$ cat src/design/fsd_pkg.sv
// Shared types and codes for the frame store shape drawer.
package fsd_pkg;

  localparam int COORD_W = 8;
  localparam int COLOR_W = 16;
  localparam int MODE_W  = 3;
  localparam int STAT_W  = 2;

  // Command modes carried in the input tuser field
  typedef enum logic [MODE_W-1:0] {
    MODE_PIXEL = 3'd0,
    MODE_HLINE = 3'd1,
    MODE_VLINE = 3'd2,
    MODE_RECT  = 3'd3,
    MODE_CLEAR = 3'd4,
    MODE_READ  = 3'd5
  } mode_t;

  // Result status codes
  typedef enum logic [STAT_W-1:0] {
    ST_OK       = 2'd0,
    ST_DISABLED = 2'd1,
    ST_ZERO_LEN = 2'd2
  } status_t;

  // Work kinds handed from the front end to the back end
  typedef enum logic [1:0] {
    JOB_NONE = 2'd0,
    JOB_FILL = 2'd1,
    JOB_RECT = 2'd2,
    JOB_READ = 2'd3
  } job_op_t;

  // One classified command: a box to scan plus what to write in it
  typedef struct packed {
    job_op_t             op;
    logic [COORD_W-1:0]  x_lo;
    logic [COORD_W-1:0]  x_hi;
    logic [COORD_W-1:0]  y_lo;
    logic [COORD_W-1:0]  y_hi;
    logic [COORD_W-1:0]  x_cut;
    logic [COORD_W-1:0]  y_cut;
    logic                fill;
    logic [COLOR_W-1:0]  color;
    status_t             status;
  } job_t;

  // Back end sequencer states
  typedef enum logic [1:0] {
    BK_SCAN = 2'd0,
    BK_IDLE = 2'd1,
    BK_READ = 2'd2,
    BK_DONE = 2'd3
  } back_state_t;

endpackage

$ cat src/design/fsd_queue.sv
// Two-entry job queue between the front end and the back end.
module fsd_queue (
  input  logic           clk,
  input  logic           rst_n,
  input  logic           push_valid,
  output logic           push_ready,
  input  fsd_pkg::job_t  push_job,
  output logic           pop_valid,
  input  logic           pop_ready,
  output fsd_pkg::job_t  pop_job
);
  import fsd_pkg::*;

  job_t        slot_r [2];
  logic        wr_ptr_r, rd_ptr_r;
  logic [1:0]  count_r;
  logic        do_push, do_pop;

  assign push_ready = (count_r != 2'd2);
  assign pop_valid  = (count_r != 2'd0);
  assign pop_job    = slot_r[rd_ptr_r];
  assign do_push    = push_valid && push_ready;
  assign do_pop     = pop_valid && pop_ready;

  // Store pushed jobs
  always_ff @(posedge clk) begin
    if (do_push) slot_r[wr_ptr_r] <= push_job;
  end

  // Advance pointers and occupancy
  always_ff @(posedge clk) begin
    if (!rst_n) begin
      wr_ptr_r <= 1'b0;
      rd_ptr_r <= 1'b0;
      count_r  <= 2'd0;
    end else begin
      if (do_push) wr_ptr_r <= !wr_ptr_r;
      if (do_pop)  rd_ptr_r <= !rd_ptr_r;
      if (do_push && !do_pop)      count_r <= count_r + 2'd1;
      else if (!do_push && do_pop) count_r <= count_r - 2'd1;
    end
  end

endmodule

$ cat config.mk
export PLATFORM = sky130hd
export DESIGN_NAME = fsd_queue
export DESIGN_NICKNAME = d
export VERILOG_FILES = /design/src/design/fsd_pkg.sv /design/src/design/fsd_queue.sv
export SDC_FILE = /design/constraint.sdc
export NUM_CORES = 1
export LEC_CHECK = 0
export ABC_AREA = 1
export ABC_CLOCK_PERIOD_IN_PS = 5400
export BUFFER_PORTS_ARGS = -buffer_cell sky130_fd_sc_hd__buf_2
export CAP_MARGIN = 10
export CORE_ASPECT_RATIO = 0.5
export CORE_MARGIN = 2
export CORE_UTILIZATION = 52
export CTS_CLUSTER_DIAMETER = 40
export CTS_CLUSTER_SIZE = 24
export DETAILED_ROUTE_END_ITERATION = 8
export PLACE_DENSITY_LB_ADDON = 0.2
export REMOVE_ABC_BUFFERS = 1
export SLEW_MARGIN = 0
export SYNTH_ARGS = -nofsm -noshare
export SYNTH_HDL_FRONTEND = slang
export SYNTH_SLANG_ARGS = --single-unit
$ cat constraint.sdc
create_clock -name clk -period 5.4 [get_ports clk]
set_input_delay 1.35 -clock clk [delete_from_list [all_inputs] [get_ports clk]]
set_output_delay 1.35 -clock clk [all_outputs]
set_load 0.005 [all_outputs]
; ---- Yosys cells after proc, flatten, opt, wreduce, memory -nomap -nowiden
; Memory sizes are Yosys's and may differ from the RTL's. A register that Yosys moved wholly into a read port is not among the register bits.
; Index checks and enable logic that the tools add are counted.
[classes]
eq_ne = 1
n_reduce_logical = 10
n_mux = 6
addsub = 2
[op_table]
columns = operator, count
row1 = logical AND 1 bit, 4
row2 = logical NOT 1 bit, 4
row3 = 2-to-1 mux 1 bit, 4
row4 = 2-to-1 mux 2 bit, 2
row5 = nonzero test 2 bit, 2
row6 = "adder 2 x 1 -> 2 bit, second input constant", 1
row7 = "inequality test 2 bit, second input constant", 1
row8 = "subtractor 2 x 1 -> 2 bit, second input constant", 1
[totals]
regBits = 4
mem_bits_rw = 138
word_cells = 23
n_memories = 1
[mem_list]
columns = name, words, word_bits, read_ports, rd_clocked_by_memory_dff, write_ports, line
row1 = slot_r, 2, 69, 1, 1, 1, fsd_queue.sv:14  ; job_t slot_r [2];

; ---- Logic depth before layout (Yosys ltp)
; Gate-level depths: netlist (run 1).
[depth]
ltp_word = 6
mapped_depth = 11
ltp_nobuf = 11

; ---- Least setup slack after synthesis (run 1)
; Ideal clock, no wire load.
[synth_path]
kind = input to register
start = input push_valid
end = memory slot_r[0][0] (netlist bit) (enable)
cell_stages = 2
path_buffers = 0
path_slack_ps = 582
t_arrival_ps = 4322
path_cell_list = nand2_1 nor2_1
[synth_between]
elab_chain_cells = 3
[synth_rtl]
columns = element, line
row1 = start: declaration, fsd_queue.sv:5  ; input logic push_valid,
row2 = logical AND 1 bit, fsd_queue.sv:22  ; assign do_push = push_valid && push_ready;
row3 = 2-to-1 mux 1 bit, fsd_queue.sv:27  ; if (do_push) slot_r[wr_ptr_r] <= push_job;
row4 = 2-to-1 mux 1 bit (implied by the code), fsd_queue.sv:27
row5 = end: declaration, fsd_queue.sv:14
; No other way between the ends.

==> results of run 1 <==
cell families after synthesis:
kind of cell	share of synthesized area, %
DFF	80.7
muxes	15.5
and+or+nand+nor	1.43
buffers and inverters	1.76
AOI/OAI and AO/OA	0.428
adders and majority gates	0.238
per-layer routing:
metal	routed length [um]	vias to the layer above	global-route usage (%)	share of wire [%]
met3	581	8	8.06	6.3
met4	84	0	4.96	0.91
li1	-	1294	-	-
met2	4790	98	30.1	52
met1	3800	1348	19.9	41
met5	0	-	0	0
worst max path at each step:
stage               depth (start not counted)        from  slack, ps      endpoint
detailed placement                          2        flop       2470   pop_job[30]
floorplan                                   2  push_valid        580  slot_r[0][0]
finish                                      2        flop       2070   pop_job[20]
global placement                            2        flop       2500   pop_job[30]
global route                                2        flop       1940   pop_job[30]
CTS                                         2        flop       2030   pop_job[20]
final cells by class:
cell class,instances,area [sq um],area share (%)
repair buffers,145,731,10.9
multi-input cells,93,940,14.0
inverters,8,30.0,0.446
clock buffers,17,425,6.32
well taps,135,169,2.51
flip-flops and latches,143,4250,63.1
clock inverters,14,191,2.84
sequential cells by signal, indices dropped and copies added (netlist names), named ones only:
signal    cells
count_r       2
rd_ptr_r      1
slot_r      138
wr_ptr_r      1
per-stage QoR:
step           hold slack [ps]  area (sq um)  power [mW]  cells
6_report                   517          6730        3.27    555
5_1_grt                    560          6730        3.41    555
2_1_floorplan              467          5200        1.85    244
4_1_cts                    517          6730        3.30    555
3_3_place_gp               487          6120        2.07    524
3_5_place_dp               505          6120        2.10    524
placed cells by master (no fill, tap or decap):
master and instances:
mux2_2 59, nand2_1 9, nor2_1 6, bufinv_16 4, inv_6 2, o21ai_0 2
dfxtp_1 4, clkinv_4 1, clkinvlp_4 4, clkbuf_16 17, inv_1 8, mux2_4 10
ha_1 1, edfxtp_1 138, dfxtp_4 1, buf_2 143, nand3_1 1, buf_4 2
clkinv_2 3, o21a_1 1, nand4_1 1, nor2_4 2, a21oi_1 1
worst max-delay path, stage by stage (launching register included):
cell     delay (ps)
dfxtp_4         980
mux2_2          430
buf_2           130
where the power goes:
group	total, mW	internal [mW]	switching [mW]	leakage [nW]
Combinational	0.559	0.304	0.255	0.949
Sequential	1.50	1.41	0.0971	1.33
Clock	1.21	0.770	0.435	0.292
==> impl_metrics.py, run 1 <==
metrics = {
    "worst_setup_path": {
        "r2r-end": "slot_r[1][63]",
        "crit_path_end_kind": "output pin",
        "startpoint_type": "flop",
        "timing.rr.start": "count_r[0]",
        "rr_worst_depth": 5,
        "arrival_ps": 1980,
        "worstPathMaxFanout": 69,
        "cp.required_ps": 4050,
        "critPathKind": "flop to output pin",
        "rrSetupSlack_ps": 3410,
    },
    "yosys": {
        "synthTopCellsByCount": "edfxtp_1, mux2_2, mux2_4, nand2_1",
        "yosysTopAreaCellShare_pct": 78.8,
        "avgSynthCellArea_sq_um": 20.9,
        "seq_area_frac_synth_pct": 80.7,
        "ys_top_cells_by_area": "edfxtp_1, mux2_2, mux2_4, dfxtp_1, nand2_1",
        "synthArstFlopShare_pct": 0,
        "synthFlopType": "edfxtp_1",
        "syn_inst": 252,
        "synth_edf_count": 138,
        "synth.most_common_cell": "edfxtp_1",
        "syn_area_sq_um": 5260,
        "yosysTopAreaCell": "edfxtp_1",
        "synth.distinct_cells": 16,
        "ys.warnings.count": 0,
        "ys_seq_elements": 143,
    },
    "power_and_ir_drop": {
        "ir_drop_mv": 0.377,
        "pwr_density_cell_nw_per_um2": 485,
        "total_leakage_power_nw": 2.57,
    },
    "drt": {
        "wl_per_cell_um": 16.7,
        "drt_iter0_markers": 165,
        "drtAntennaViolNets": 0,
        "firstDrtPassIters": 4,
        "route.detailed.drc": 0,
        "wl_mm": 9.26,
        "num_vias": 2748,
        "vias_per_cell": 4.95,
    },
    "global_route": {
        "grtUsageTotal_pct": 17.3,
        "grt_pass1_wl_mm": 13.8,
        "grt_pass1_vias": 2821,
        "grt_max_degree": 70,
        "antenna_found_initial": 0,
        "overflow": 0,
    },
    "floorplan": {
        "dieArea_sq_um": 11000,
        "die_w_um": 146,
        "die-height_um": 75.1,
        "core-area_sq_um": 9630,
        "pin_count": 144,
        "rows": 25,
        "start_util_pct": 54.6,
    },
    "place": {
        "dp_hpwl_mm": 5.79,
        "port-buffer-count": 143,
        "place.gp.congestion": 0.744,
        "pre_cts_ws_ps": 2470,
    },
    "clock_tree": {
        "cts_tree": "built",
        "numCtsBuffers": 17,
        "clk-insertion-delay-late_ps": 410,
        "cts.sinks": 143,
        "cts-root-buf": "clkbuf_16",
        "clkSlewWorstSetupHoldPaths_ps": 60,
        "cts_max_level": 4,
        "cts_setup_buffers": 0,
        "clockBufferDepth": 2,
        "cts_resized": 0,
        "ctsHoldBuffers": 0,
    },
    "status": {
        "status": "complete, no violations",
    },
    "min_path": {
        "min_path_cells": 2,
        "min_to": "rd_ptr_r",
        "hp-class": "flop to flop",
        "hp-start": "rd_ptr_r",
    },
    "sta": {
        "finalCriticalPeriod_ps": 3330,
        "final.setup.tns_ps": 0,
        "setup_viol": 0,
        "max_freq_ghz": 0.300,
        "hold_violations": 0,
        "grt_setup_unrepaired": "no",
        "clock_skew_ps": 12.7,
        "tightest_slew_ps": 954,
        "fin_crit_sh_pct": 61.7,
        "max_slew_margin_pct": 36.4,
        "final_max_slew_viol_count": 0,
        "setup_slack_ps": 2070,
    },
    "final_layout": {
        "n_antenna_cell": 0,
        "post-route-util_pct": 69.9,
        "syn_to_final_growth_pct": 28.0,
        "n_fill_cell": 670,
        "drive_above_1_share_pct": 59.0,
        "fin_nets": 482,
    },
    "job": {
        "cap_violations": 0,
    },
}
Note: power is estimated with default switching activity, not from simulation.
==> inputs of run 2 (changes only) <==
- ABC_CLOCK_PERIOD_IN_PS: 5400 -> 3100
- clock period: 5.4 -> 3.1 ns (I/O delays scaled with it)
==> run 2 against run 1 <==
  * Hold slack improved by 7.5 ps
  * Clock skew fell by 7.1 ps
  * Count of clock-buffer cells in the layout did not move
  * Critical path depth rose by 1
  * Register-to-register slack got worse by 1900 ps
  * Die area did not move
  * Global-route usage fell by 0.73 points
  * Combinational power rose by 95%
  * Largest power group unchanged
  * Highest routed layer unchanged
==> impl_metrics.py, run 2 (synthesis gave the netlist of run 1 again) <==
metrics = {
    "min_path": {
        "hp-class": "flop to flop",
    },
    "clock_tree": {
        "cts_tree": "built",
        "cts.sinks": 143,
        "cts_max_level": 4,
        "cts-root-buf": "clkbuf_16",
        "ctsHoldBuffers": 0,
        "clockBufferDepth": 2,
        "numCtsBuffers": 17,
        "clk-insertion-delay-late_ps": 400,
        "cts_setup_buffers": 0,
        "cts_resized": 0,
        "clkSlewWorstSetupHoldPaths_ps": 60,
    },
    "power_and_ir_drop": {
        "p_clk_share_pct": 34.7,
        "p_switching_mw": 1.36,
        "p_seq_share_pct": 45.6,
        "p_int_mw": 4.18,
        "swShare_pct": 24.5,
        "total_leakage_power_nw": 2.57,
        "combPwrFrac_pct": 19.7,
        "ir_drop_mv": 0.510,
        "pwr_density_cell_nw_per_um2": 822,
    },
    "final_layout": {
        "final_common_cell": "buf_2",
        "syn_to_final_growth_pct": 28.1,
        "fin_area_sq_um": 6740,
        "largestRegisters": "slot_r x138, count_r x2",
        "regMostFlops": "slot_r",
        "fin_nets": 484,
        "drive_above_1_share_pct": 59.1,
        "stdcell_count": 558,
        "largest_reg_flops": 138,
        "n_antenna_cell": 0,
        "layout_common_cells": "buf_2, edfxtp_1, mux2_2, clkbuf_16, mux2_4",
    },
    "place": {
        "dp_cells": 526,
        "place_area_sq_um": 6170,
        "place.gp.congestion": 0.775,
        "dp_hpwl_mm": 5.86,
        "port-buffer-count": 143,
    },
    "sta": {
        "max_slew_margin_pct": 73.8,
        "final_max_slew_viol_count": 0,
        "hold_violations": 0,
        "clock_skew_ps": 5.61,
        "timing.hold.ws_ps": 525,
        "fin_crit_sh_pct": 80.1,
        "grt_setup_unrepaired": "no",
        "max_freq_ghz": 0.403,
        "finalCriticalPeriod_ps": 2480,
        "setup_viol": 0,
        "tightest_slew_ps": 393,
        "final.setup.tns_ps": 0,
    },
    "worst_setup_path": {
        "crit_path_end_kind": "output pin",
        "arrival_ps": 1710,
        "worstPathMaxFanout": 24,
        "cp.required_ps": 2320,
        "critPathKind": "flop to output pin",
        "startpoint_type": "flop",
    },
    "floorplan": {
        "core-area_sq_um": 9630,
        "die-height_um": 75.1,
        "start_util_pct": 54.6,
        "dieArea_sq_um": 11000,
        "pin_count": 144,
        "die_w_um": 146,
        "rows": 25,
    },
    "global_route": {
        "grt_max_degree": 70,
        "grt_pass1_vias": 2835,
        "overflow": 0,
        "grt_pass1_wl_mm": 13.6,
        "grtUsageTotal_pct": 16.6,
        "antenna_found_initial": 0,
    },
    "drt": {
        "num_vias": 2748,
        "route.detailed.drc": 0,
        "drt_iter0_markers": 135,
        "wl_mm": 8.96,
        "firstDrtPassIters": 4,
        "drtAntennaViolNets": 0,
        "vias_per_cell": 4.92,
        "wl_per_cell_um": 16.1,
    },
    "status": {
        "status": "complete, no violations",
    },
    "job": {
        "cap_violations": 0,
    },
}
[run 2: changes by cell type in the layout (fill, tap and decap cells not counted), sizes merged]
cell    before  now
bufinv       4    2
buf        145  147
clkinv       4    7
[run 2: area by class of cell]
| class | count | area [sq um] |
|---|---|---|
| clock inverters | 15 | 145 |
| well taps | 135 | 169 |
| inverters | 8 | 30.0 |
| fillers | 675 | 2890 |
| repair buffers | 147 | 783 |
| flip-flops and latches | 143 | 4250 |
| clock buffers | 17 | 425 |
| multi-input cells | 93 | 940 |
[run 2: critical path, cell delays in order (launching register included)]
cell,delay [ps]
dfxtp_4,430
buf_4,350
mux2_2,380
buf_2,130
[run 2: stage by stage]
step                      util, %  power [mW]  worst slack (ps)
after floorplan                 -        3.21             -1140
after global placement       64.0        3.62              1060
after detailed placement     64.0        3.68              1010
final                        70.0        5.54               616
after CTS                    70.0        5.61               577
after global routing         70.0        5.79               519
[run 2: power groups by stage]
stage | registers (mW) | clock network (mW) | logic, mW
3_3_place_gp | 2.55 | 0 | 1.07
4_1_cts | 2.53 | 1.96 | 1.11
3_5_place_dp | 2.57 | 0 | 1.11
6_report | 2.53 | 1.92 | 1.09
5_1_grt | 2.55 | 2.04 | 1.19
2_1_floorplan | 2.63 | 0 | 0.587
[run 2: path summary, 6_finish.rpt]
| path | depth (start not counted) | slack, ps | from | to |
|---|---|---|---|---|
| worst min-delay path | 2 | 520 | rd_ptr_r | rd_ptr_r |
| worst max register to register | 10 | 1500 | count_r[0] | count_r[1] |
| worst max-delay path | 3 | 620 | flop | pop_job[64] |
| worst min register to register | 2 | 520 | rd_ptr_r | rd_ptr_r |
[run 2: routing by layer]
layer | global-route usage (%) | share of wire [%] | up-vias
li1 | - | - | 1297
met1 | 19.5 | 40 | 1352
met2 | 29.5 | 53 | 85
met3 | 4.79 | 5.5 | 14
met4 | 7.44 | 1.2 | 0
met5 | 0 | 0 | -
